--- config.mk ---
export PLATFORM = sky130hd
export DESIGN_NAME = sha1_message_digest_top
export DESIGN_NICKNAME = d
export VERILOG_FILES = /design/src/sv/sha1md_pkg.sv /design/src/sv/sha1md_fifo.sv /design/src/sv/sha1md_engine.sv /design/src/sv/sha1_message_digest_top.sv
export SDC_FILE = /design/constraint.sdc
export NUM_CORES = 2
export LEC_CHECK = 0
export BUFFER_PORTS_ARGS = -buffer_cell sky130_fd_sc_hd__buf_2
export CORE_ASPECT_RATIO = 0.6
export CORE_MARGIN = 3
export CORE_UTILIZATION = 45
export DETAILED_ROUTE_END_ITERATION = 16
export REMOVE_ABC_BUFFERS = 1
export SETUP_SLACK_MARGIN = 0.3
export SLEW_MARGIN = 20
export SYNTH_ARGS = -nofsm -noshare
export SYNTH_HDL_FRONTEND = slang
export SYNTH_SLANG_ARGS = --single-unit
--- constraint.sdc ---
create_clock -name clk_i -period 22.3 [get_ports clk_i]
set_input_delay 4.46 -clock clk_i [delete_from_list [all_inputs] [get_ports clk_i]]
set_output_delay 4.46 -clock clk_i [all_outputs]
set_load 0.01 [all_outputs]
--- src/sv/sha1md_pkg.sv ---
// ----------------------------------------------------------------------------
// sha1md_pkg
// shared types and constants of the sha-1 message digest block
// ----------------------------------------------------------------------------
package sha1md_pkg;

  localparam int unsigned WordW  = 32;
  localparam int unsigned IndexW = 3;
  localparam int unsigned NumH   = 5;

  typedef logic [WordW-1:0] word_t;

  // one queued input transaction; items with neither byte nor last are dropped
  typedef struct packed {
    logic [7:0] data_byte;
    logic       has_byte;
    logic       last;
  } item_t;

  localparam word_t InitH0 = 32'h67452301;
  localparam word_t InitH1 = 32'hEFCDAB89;
  localparam word_t InitH2 = 32'h98BADCFE;
  localparam word_t InitH3 = 32'h10325476;
  localparam word_t InitH4 = 32'hC3D2E1F0;

  localparam word_t RoundK0 = 32'h5A827999;
  localparam word_t RoundK1 = 32'h6ED9EBA1;
  localparam word_t RoundK2 = 32'h8F1BBCDC;
  localparam word_t RoundK3 = 32'hCA62C1D6;

  localparam logic [7:0] PadByte = 8'h80;

  function automatic word_t init_hash(input logic [IndexW-1:0] idx);
    word_t v;
    case (idx)
      3'd0:    v = InitH0;
      3'd1:    v = InitH1;
      3'd2:    v = InitH2;
      3'd3:    v = InitH3;
      default: v = InitH4;
    endcase
    return v;
  endfunction

endpackage

--- src/sv/sha1md_fifo.sv ---
// ----------------------------------------------------------------------------
// sha1md_fifo
// short queue between the input front and the compression engine
// ----------------------------------------------------------------------------
module sha1md_fifo #(
  parameter int unsigned Depth = 4
) (
  input  logic               clk_i,
  input  logic               rst_ni,
  input  logic               push_i,
  input  sha1md_pkg::item_t  push_data_i,
  output logic               full_o,
  output logic               pop_valid_o,
  output sha1md_pkg::item_t  pop_data_o,
  input  logic               pop_ready_i
);

  localparam int unsigned PtrW = (Depth > 1) ? $clog2(Depth) : 1;
  localparam int unsigned CntW = $clog2(Depth + 1);

  sha1md_pkg::item_t mem_q [Depth];
  logic [PtrW-1:0]   wr_ptr_q, wr_ptr_d;
  logic [PtrW-1:0]   rd_ptr_q, rd_ptr_d;
  logic [CntW-1:0]   count_q, count_d;
  logic              do_push, do_pop;

  assign full_o      = (count_q == CntW'(Depth));
  assign pop_valid_o = (count_q != '0);
  assign pop_data_o  = mem_q[rd_ptr_q];
  assign do_push     = push_i && !full_o;
  assign do_pop      = pop_ready_i && pop_valid_o;

  always_comb begin
    wr_ptr_d = wr_ptr_q;
    rd_ptr_d = rd_ptr_q;
    count_d  = count_q;
    if (do_push) begin
      wr_ptr_d = (wr_ptr_q == PtrW'(Depth - 1)) ? '0 : wr_ptr_q + 1'b1;
    end
    if (do_pop) begin
      rd_ptr_d = (rd_ptr_q == PtrW'(Depth - 1)) ? '0 : rd_ptr_q + 1'b1;
    end
    if (do_push && !do_pop) begin
      count_d = count_q + 1'b1;
    end else if (do_pop && !do_push) begin
      count_d = count_q - 1'b1;
    end
  end

  always_ff @(posedge clk_i or negedge rst_ni) begin
    if (!rst_ni) begin
      wr_ptr_q <= '0;
      rd_ptr_q <= '0;
      count_q  <= '0;
    end else begin
      wr_ptr_q <= wr_ptr_d;
      rd_ptr_q <= rd_ptr_d;
      count_q  <= count_d;
    end
  end

  always_ff @(posedge clk_i) begin
    if (do_push) begin
      mem_q[wr_ptr_q] <= push_data_i;
    end
  end

  // fill level never exceeds the queue depth
  a_count_bound: assert property (@(posedge clk_i) disable iff (!rst_ni)
    count_q <= CntW'(Depth)) else $error("queue fill level above depth");

  // the front only pushes when there is room
  a_no_push_full: assert property (@(posedge clk_i) disable iff (!rst_ni)
    !(push_i && full_o)) else $error("push into full queue");

  // a lone push raises the fill level by one
  a_push_count: assert property (@(posedge clk_i) disable iff (!rst_ni)
    (do_push && !do_pop) |=> count_q == $past(count_q) + 1'b1)
    else $error("queue fill level not tracking push");

endmodule

--- src/sv/sha1md_engine.sv ---
// ----------------------------------------------------------------------------
// sha1md_engine
// byte packing, padding, 80-round compression and digest output
// ----------------------------------------------------------------------------
module sha1md_engine (
  input  logic                                 clk_i,
  input  logic                                 rst_ni,
  input  logic                                 q_valid_i,
  input  sha1md_pkg::item_t                    q_data_i,
  output logic                                 q_ready_o,
  output logic                                 m_valid_o,
  input  logic                                 m_ready_i,
  output sha1md_pkg::word_t                    m_word_o,
  output logic [sha1md_pkg::IndexW-1:0]        m_index_o,
  output logic                                 m_last_o
);

  typedef enum logic [4:0] {
    ST_IDLE  = 5'b00001,
    ST_PAD   = 5'b00010,
    ST_ROUND = 5'b00100,
    ST_HADD  = 5'b01000,
    ST_EMIT  = 5'b10000
  } state_e;

  localparam logic [6:0] LastRound = 7'd79;
  localparam logic [5:0] LastByte  = 6'd63;
  localparam logic [5:0] LenStart  = 6'd56;
  localparam logic [sha1md_pkg::IndexW-1:0] LastWord = 3'd4;

  state_e                  state_q, state_d;
  sha1md_pkg::word_t       hash_q [sha1md_pkg::NumH];
  sha1md_pkg::word_t       hash_d [sha1md_pkg::NumH];
  sha1md_pkg::word_t       work_q [sha1md_pkg::NumH];
  sha1md_pkg::word_t       work_d [sha1md_pkg::NumH];
  sha1md_pkg::word_t       sched_q [16];
  logic [23:0]             acc_q, acc_d;
  logic [5:0]              cnt_q, cnt_d;
  logic [63:0]             bitlen_q, bitlen_d;
  logic [63:0]             len_sh_q, len_sh_d;
  logic [6:0]              rnd_q, rnd_d;
  logic                    pad_act_q, pad_act_d;
  logic                    pad_80_q, pad_80_d;
  logic                    pad_len_q, pad_len_d;
  logic                    pad_fin_q, pad_fin_d;
  logic [sha1md_pkg::IndexW-1:0] emit_idx_q, emit_idx_d;

  logic                    m_valid_q, m_valid_d;
  sha1md_pkg::word_t       m_word_q;
  logic [sha1md_pkg::IndexW-1:0] m_index_q;
  logic                    m_last_q;
  logic                    out_load;

  logic                    absorb_en;
  logic [7:0]              absorb_byte;
  logic                    sched_push;
  sha1md_pkg::word_t       sched_word;

  sha1md_pkg::word_t       rb, rc, rd, rf, rk, rw, rexp, rtmp;

  // round datapath
  always_comb begin
    rb = work_q[1];
    rc = work_q[2];
    rd = work_q[3];
    rw = sched_q[0];
    rexp = sched_q[13] ^ sched_q[8] ^ sched_q[2] ^ sched_q[0];
    rexp = {rexp[30:0], rexp[31]};
    if (rnd_q < 7'd20) begin
      rf = (rb & rc) | (~rb & rd);
      rk = sha1md_pkg::RoundK0;
    end else if (rnd_q < 7'd40) begin
      rf = rb ^ rc ^ rd;
      rk = sha1md_pkg::RoundK1;
    end else if (rnd_q < 7'd60) begin
      rf = (rb & rc) | (rb & rd) | (rc & rd);
      rk = sha1md_pkg::RoundK2;
    end else begin
      rf = rb ^ rc ^ rd;
      rk = sha1md_pkg::RoundK3;
    end
    rtmp = {work_q[0][26:0], work_q[0][31:27]} + rf + work_q[4] + rw + rk;
  end

  always_comb begin
    state_d    = state_q;
    hash_d     = hash_q;
    work_d     = work_q;
    acc_d      = acc_q;
    cnt_d      = cnt_q;
    bitlen_d   = bitlen_q;
    len_sh_d   = len_sh_q;
    rnd_d      = rnd_q;
    pad_act_d  = pad_act_q;
    pad_80_d   = pad_80_q;
    pad_len_d  = pad_len_q;
    pad_fin_d  = pad_fin_q;
    emit_idx_d = emit_idx_q;
    q_ready_o  = 1'b0;
    out_load   = 1'b0;
    absorb_en  = 1'b0;
    absorb_byte = '0;
    sched_push = 1'b0;
    sched_word = '0;

    case (state_q)
      ST_IDLE: begin
        q_ready_o = 1'b1;
        if (q_valid_i) begin
          if (q_data_i.has_byte) begin
            absorb_en   = 1'b1;
            absorb_byte = q_data_i.data_byte;
            bitlen_d    = bitlen_q + 64'd8;
          end
          if (q_data_i.last) begin
            pad_act_d = 1'b1;
            pad_80_d  = 1'b1;
            pad_len_d = 1'b0;
            pad_fin_d = 1'b0;
            len_sh_d  = q_data_i.has_byte ? bitlen_q + 64'd8 : bitlen_q;
            bitlen_d  = '0;
          end
          if (q_data_i.has_byte && cnt_q == LastByte) begin
            work_d  = hash_q;
            rnd_d   = '0;
            state_d = ST_ROUND;
          end else if (q_data_i.last) begin
            state_d = ST_PAD;
          end
        end
      end
      ST_PAD: begin
        absorb_en = 1'b1;
        if (pad_80_q) begin
          absorb_byte = sha1md_pkg::PadByte;
          pad_80_d    = 1'b0;
        end else if (!pad_len_q && cnt_q != LenStart) begin
          absorb_byte = '0;
        end else begin
          absorb_byte = len_sh_q[63:56];
          len_sh_d    = {len_sh_q[55:0], 8'h00};
          pad_len_d   = 1'b1;
          if (cnt_q == LastByte) begin
            pad_fin_d = 1'b1;
          end
        end
        if (cnt_q == LastByte) begin
          work_d  = hash_q;
          rnd_d   = '0;
          state_d = ST_ROUND;
        end
      end
      ST_ROUND: begin
        sched_push = 1'b1;
        sched_word = rexp;
        work_d[4]  = work_q[3];
        work_d[3]  = work_q[2];
        work_d[2]  = {work_q[1][1:0], work_q[1][31:2]};
        work_d[1]  = work_q[0];
        work_d[0]  = rtmp;
        if (rnd_q == LastRound) begin
          rnd_d   = '0;
          state_d = ST_HADD;
        end else begin
          rnd_d = rnd_q + 7'd1;
        end
      end
      ST_HADD: begin
        for (int i = 0; i < sha1md_pkg::NumH; i++) begin
          hash_d[i] = hash_q[i] + work_q[i];
        end
        if (pad_fin_q) begin
          emit_idx_d = '0;
          state_d    = ST_EMIT;
        end else if (pad_act_q) begin
          state_d = ST_PAD;
        end else begin
          state_d = ST_IDLE;
        end
      end
      ST_EMIT: begin
        if (!m_valid_q || m_ready_i) begin
          out_load = 1'b1;
          if (emit_idx_q == LastWord) begin
            for (int i = 0; i < sha1md_pkg::NumH; i++) begin
              hash_d[i] = sha1md_pkg::init_hash(sha1md_pkg::IndexW'(i));
            end
            pad_act_d = 1'b0;
            pad_fin_d = 1'b0;
            pad_len_d = 1'b0;
            state_d   = ST_IDLE;
          end else begin
            emit_idx_d = emit_idx_q + 1'b1;
          end
        end
      end
      default: begin
        state_d = ST_IDLE;
      end
    endcase

    // big-endian packing: four bytes form one schedule word
    if (absorb_en) begin
      acc_d = {acc_q[15:0], absorb_byte};
      cnt_d = cnt_q + 6'd1;
      if (cnt_q[1:0] == 2'd3) begin
        sched_push = 1'b1;
        sched_word = {acc_q, absorb_byte};
      end
    end

    if (out_load) begin
      m_valid_d = 1'b1;
    end else if (m_ready_i) begin
      m_valid_d = 1'b0;
    end else begin
      m_valid_d = m_valid_q;
    end
  end

  always_ff @(posedge clk_i or negedge rst_ni) begin
    if (!rst_ni) begin
      state_q    <= ST_IDLE;
      for (int i = 0; i < sha1md_pkg::NumH; i++) begin
        hash_q[i] <= sha1md_pkg::init_hash(sha1md_pkg::IndexW'(i));
        work_q[i] <= '0;
      end
      cnt_q      <= '0;
      bitlen_q   <= '0;
      rnd_q      <= '0;
      pad_act_q  <= 1'b0;
      pad_80_q   <= 1'b0;
      pad_len_q  <= 1'b0;
      pad_fin_q  <= 1'b0;
      emit_idx_q <= '0;
      m_valid_q  <= 1'b0;
    end else begin
      state_q    <= state_d;
      hash_q     <= hash_d;
      work_q     <= work_d;
      cnt_q      <= cnt_d;
      bitlen_q   <= bitlen_d;
      rnd_q      <= rnd_d;
      pad_act_q  <= pad_act_d;
      pad_80_q   <= pad_80_d;
      pad_len_q  <= pad_len_d;
      pad_fin_q  <= pad_fin_d;
      emit_idx_q <= emit_idx_d;
      m_valid_q  <= m_valid_d;
    end
  end

  // payload registers: byte accumulator, length shifter, schedule line, output
  always_ff @(posedge clk_i) begin
    acc_q    <= acc_d;
    len_sh_q <= len_sh_d;
    if (sched_push) begin
      for (int i = 0; i < 15; i++) begin
        sched_q[i] <= sched_q[i+1];
      end
      sched_q[15] <= sched_word;
    end
    if (out_load) begin
      m_word_q  <= hash_q[emit_idx_q];
      m_index_q <= emit_idx_q;
      m_last_q  <= (emit_idx_q == LastWord);
    end
  end

  assign m_valid_o = m_valid_q;
  assign m_word_o  = m_word_q;
  assign m_index_o = m_index_q;
  assign m_last_o  = m_last_q;

  // round counter only runs during compression
  a_rnd_idle: assert property (@(posedge clk_i) disable iff (!rst_ni)
    (state_q != ST_ROUND) |-> rnd_q == '0) else $error("round counter left running");

  // digest goes out only on a block boundary
  a_emit_aligned: assert property (@(posedge clk_i) disable iff (!rst_ni)
    (state_q == ST_EMIT) |-> cnt_q == '0) else $error("digest with partial block");

  // last digest word always carries the top index
  a_last_index: assert property (@(posedge clk_i) disable iff (!rst_ni)
    (m_valid_q && m_last_q) |-> m_index_q == LastWord) else $error("last flag on wrong word");

  // queue is drained only while waiting for input
  a_pop_idle: assert property (@(posedge clk_i) disable iff (!rst_ni)
    (q_valid_i && q_ready_o) |-> state_q == ST_IDLE) else $error("pop outside idle");

endmodule

--- src/sv/sha1_message_digest_top.sv ---
// ----------------------------------------------------------------------------
// sha1_message_digest_top
// streaming sha-1: message bytes in, five digest words out per message
// ----------------------------------------------------------------------------
//
//  channel   | dir | tdata           | tuser          | tlast
//  ----------+-----+-----------------+----------------+---------------
//  s_axis    | in  | [7:0] data_byte | has_byte       | last
//  m_axis    | out | [31:0] digest   | [2:0] word_idx | digest_last
//
//  - message bytes are packed into big-endian words as they are taken; every
//    64th byte starts a compression of 80 rounds (one round per cycle) and a
//    fold of the working words into the hash
//  - a transaction with tlast adds 9 to 72 padding bytes and one or two
//    more compressions, then five digest transactions, one per cycle when
//    the output is not stalled
//  - reset is asynchronous, active low; the engine starts at the initial
//    hash values with an empty block
//  - input transactions collect in a short queue while the engine is busy;
//    the output holds a registered word so a stalled sink never loses data
//
module sha1_message_digest_top #(
  parameter int unsigned QueueDepth = 4
) (
  input  logic        clk_i,
  input  logic        rst_ni,
  // message input
  input  logic        s_axis_tvalid_i,
  output logic        s_axis_tready_o,
  input  logic [7:0]  s_axis_tdata_i,   // [7:0] data_byte
  input  logic        s_axis_tuser_i,   // [0] has_byte
  input  logic        s_axis_tlast_i,
  // digest output
  output logic        m_axis_tvalid_o,
  input  logic        m_axis_tready_i,
  output logic [31:0] m_axis_tdata_o,   // [31:0] digest_word
  output logic [2:0]  m_axis_tuser_o,   // [2:0] word_index
  output logic        m_axis_tlast_o
);

  sha1md_pkg::item_t in_item;
  sha1md_pkg::item_t q_item;
  logic              q_full;
  logic              q_push;
  logic              q_valid;
  logic              q_ready;

  // front: transactions without a byte and without last change nothing,
  // so they are accepted and dropped here
  assign in_item.data_byte = s_axis_tdata_i;
  assign in_item.has_byte  = s_axis_tuser_i;
  assign in_item.last      = s_axis_tlast_i;

  assign s_axis_tready_o = !q_full;
  assign q_push = s_axis_tvalid_i && !q_full && (s_axis_tuser_i || s_axis_tlast_i);

  sha1md_fifo #(
    .Depth (QueueDepth)
  ) u_fifo (
    .clk_i       (clk_i),
    .rst_ni      (rst_ni),
    .push_i      (q_push),
    .push_data_i (in_item),
    .full_o      (q_full),
    .pop_valid_o (q_valid),
    .pop_data_o  (q_item),
    .pop_ready_i (q_ready)
  );

  // back: packing, padding, rounds and the output register
  sha1md_engine u_engine (
    .clk_i     (clk_i),
    .rst_ni    (rst_ni),
    .q_valid_i (q_valid),
    .q_data_i  (q_item),
    .q_ready_o (q_ready),
    .m_valid_o (m_axis_tvalid_o),
    .m_ready_i (m_axis_tready_i),
    .m_word_o  (m_axis_tdata_o),
    .m_index_o (m_axis_tuser_o),
    .m_last_o  (m_axis_tlast_o)
  );

endmodule

==> run summary <==
## STA
* Sum Neg Setup Slack: 0 ns
* Achievable Freq: 133.0 MHz
* Finish-stage setup viols: 0
* time the worst path needs with I/O delays and setup: 7.518 ns
* final number of max-transition violations: 0
* Max-slew headroom: 19.54%
* Worst Clk Skew: 0.03321 ns
* Period Utilization, post-route: 33.71%
* Worst Max-Slew Pin Slew: 1.207 ns
* setup repair after global routing missed its margin: false
* Fin. Hold Viols: 0

## Placed design
* Buffers on Ports: 51
* half-perimeter wire length after placement: 101900 um
* global placer's final weighted congestion: 0.9318

## Status
* run status: finished clean

## Synthesis
* top cells by area in the synthesized netlist: edfxtp_1, dfrtp_1, ha_1
* count of synthesis-stage warnings from yosys: 0
* cells after synthesis: 4629
* number of synthesized flops with an enable pin: 673
* post-synth cell types: 83
* Avg Synthesized Cell Area: 11.69 um^2
* share of the synthesized area in the top cell type: 37.35%
* sequential area share after synthesis: 56.68%
* area of the mapped netlist: 0.05411 mm^2
* library cell with the largest summed area after synthesis: edfxtp_1
* most instantiated flip-flop cell in the synthesis netlist: edfxtp_1
* most frequently used cell type in the post-synthesis netlist: edfxtp_1
* register bit count reported by yosys: 1087
* Post-synth ARST share: 38.09%
* most used standard cells in the synthesized netlist: edfxtp_1, nor2_1, nand2_1, o21ai_0, dfrtp_1

## Die
* core area: 0.1180 mm^2
* Top-Level Pins: 52
* Die Area: 0.1246 mm^2
* width of the die: 453.7 um
* Cell Rows: 97
* effective utilization at floorplan: 45.87%
* y dimension of the die: 274.6 um

## Drt
* number of iterations in the first detailed-routing pass: 6
* violation count after the first detailed-route iteration: 4057
* drt total wl: 149300 um
* Wirelength per Cell: 23.58 um
* vias per inst: 5.798
* Remaining DRCs: 0
* Via Count: 36700
* Detail Route Antenna Nets: 0

## Min path
* type of the most critical hold path: reg -> reg
* cell depth of the worst hold path: 0
* hold path endpoint: u_engine.sched_q[0][22]
* Worst Min Path Start: u_engine.sched_q[0][54]

## CTS
* CTS tree: built
* clock buffer depth: 3
* Clock H-tree levels: 3
* Clock Latency Late Sink: 0.73 ns
* Clock Sinks: 1087
* root buffer cell: clkbuf_16
* number of instances resized during post-cts repair: 0
* Num CTS Buffers: 101
* clock transition time at the flip-flop clock pins of the worst setup and hold paths: 0.07 ns
* hold buffer count at cts: 0
* postcts setup bufs: 0

## Final layout
* area occupied by multi-input gates: 0.02191 mm^2
* number of filler cells placed in the layout: 10440
* relative area change from synthesis to final layout: 10.38%
* # nets final: 5028
* proportion of layout cells with a drive suffix above 1: 9.212%
* Reg area: 0.03067 mm^2

## Setup path
* Critical Path Start Type: register
* R2R setup slack: 14.78 ns
* type of element capturing the critical path: register
* slowest CP cell: buf_4
* critical path class: reg -> reg
* Worst Path Required: 22.86 ns
* cell with the most instances on the worst path: fa_1
* CP Cell Sequence: a41oi_1, buf_4, and2_1, clkinv_1, nand2_1, buf_4, nor2_1, nor2_1, fa_1, fa_1, inv_1, fa_1, inv_1, ha_1, a211oi_2, o21bai_1, o41a_1, a22o_1, a221o_1, a221oi_4, o211ai_2, a21oi_2, xor2_1, o21ai_0
* Largest delay share family, worst path: compound AO/OA/AOI/OAI gates
* end of the worst register-to-register path: u_engine.work_q[158]
* arrival time at the worst endpoint: 8.07 ns
* Worst R2R Start: u_engine.rnd_q[5]
* maximum fanout along the worst path: 27
* worst stage delay on the critical path: 0.53 ns
* count of buffer and inverter cells on the critical path: 5
* launching element of the worst setup path: u_engine.rnd_q[5]
* Worst Reg2Reg Path Length in Cells: 24

## Global route
* largest net degree at the start of global routing: 194
* global-route usage over all layers: 23.81%
* number of global-route vias before repair: 33990
* wire length of the first global-routing pass: 222300 um
* initial antenna violation count: 2
* overall overflow remaining after global route: 0

## Job
* number of max-capacitance violations reported: 0

-- cell families after synthesis --
group / synth area share [%]
muxes: 2.028
buffers and inverters: 3.066
AOI/OAI and AO/OA: 13.07
adders and majority gates: 9.989
xor gates and xnor gates: 5.244
DFF: 56.68
and+or+nand+nor: 9.924
-- stage by stage --
step / instances / worst slack (ns) / utilization, % / hold slack [ns] / instance area [um^2]
finish: 6330 / 14.78 / 50.63 / 0.4104 / 59730
global route: 6329 / 14.45 / 50.63 / 0.4175 / 59720
CTS: 6328 / 14.99 / 50.62 / 0.4108 / 59710
detailed placement: 6138 / 15.00 / 47.68 / 0.4045 / 56240
global placement: 6138 / 15.12 / 47.67 / 0.4005 / 56230
floorplan: 4445 / 3.609 / - / 0.4003 / 53420
-- flip-flops by register name (all words and copies together), names as in the netlist, 40 cells and up --
name               flops
u_engine.bitlen_q     61
u_engine.len_sh_q     61
u_fifo.mem_q          40
u_engine.sched_q     512
u_engine.hash_q      160
u_engine.work_q       64
-- layer usage --
layer	GRT usage [%]	share of wire (%)	vias to the layer above
met2	28.30	36	1477
met1	39.85	51	18350
met5	1.296	0.15	-
met4	5.096	1.9	4
met3	8.192	11	183
li1	-	-	16690
-- worst max path at each step --
stage	slack [ns]	depth (start not counted)	to
after floorplan	3.61	6	u_engine.work_q[130]
after global placement	15.12	8	u_engine.hash_q[52]
after detailed placement	15.00	24	u_engine.work_q[158]
after CTS	14.99	24	u_engine.work_q[158]
after global routing	14.45	24	u_engine.work_q[152]
final	14.78	24	u_engine.work_q[158]
-- cell type report --
class	instances	area share (%)
clock inverter	58	1.175
tap	1584	3.318
timing repair buffer	109	1.215
sequential	1087	51.36
antenna	2	0.008379
multi-input combinational	3101	36.68
inverter	257	1.615
clock buffer	132	4.634
-- layout by cell type (no fill, tap or decap), types with 81 or more instances in the layout --
master / n
clkbuf_16: 104
inv_1: 255
o21ai_0: 363
edfxtp_1: 673
xor2_1: 106
nand2_1: 398
o22ai_1: 146
xnor2_1: 218
dfrtp_1: 330
ha_1: 232
dfstp_2: 81
nor2_1: 495
fa_1: 125
a21oi_1: 246
a21o_1: 91
Power is not shown: default switching activity piles up to over one toggle a cycle in this logic, so the estimate is an artifact.
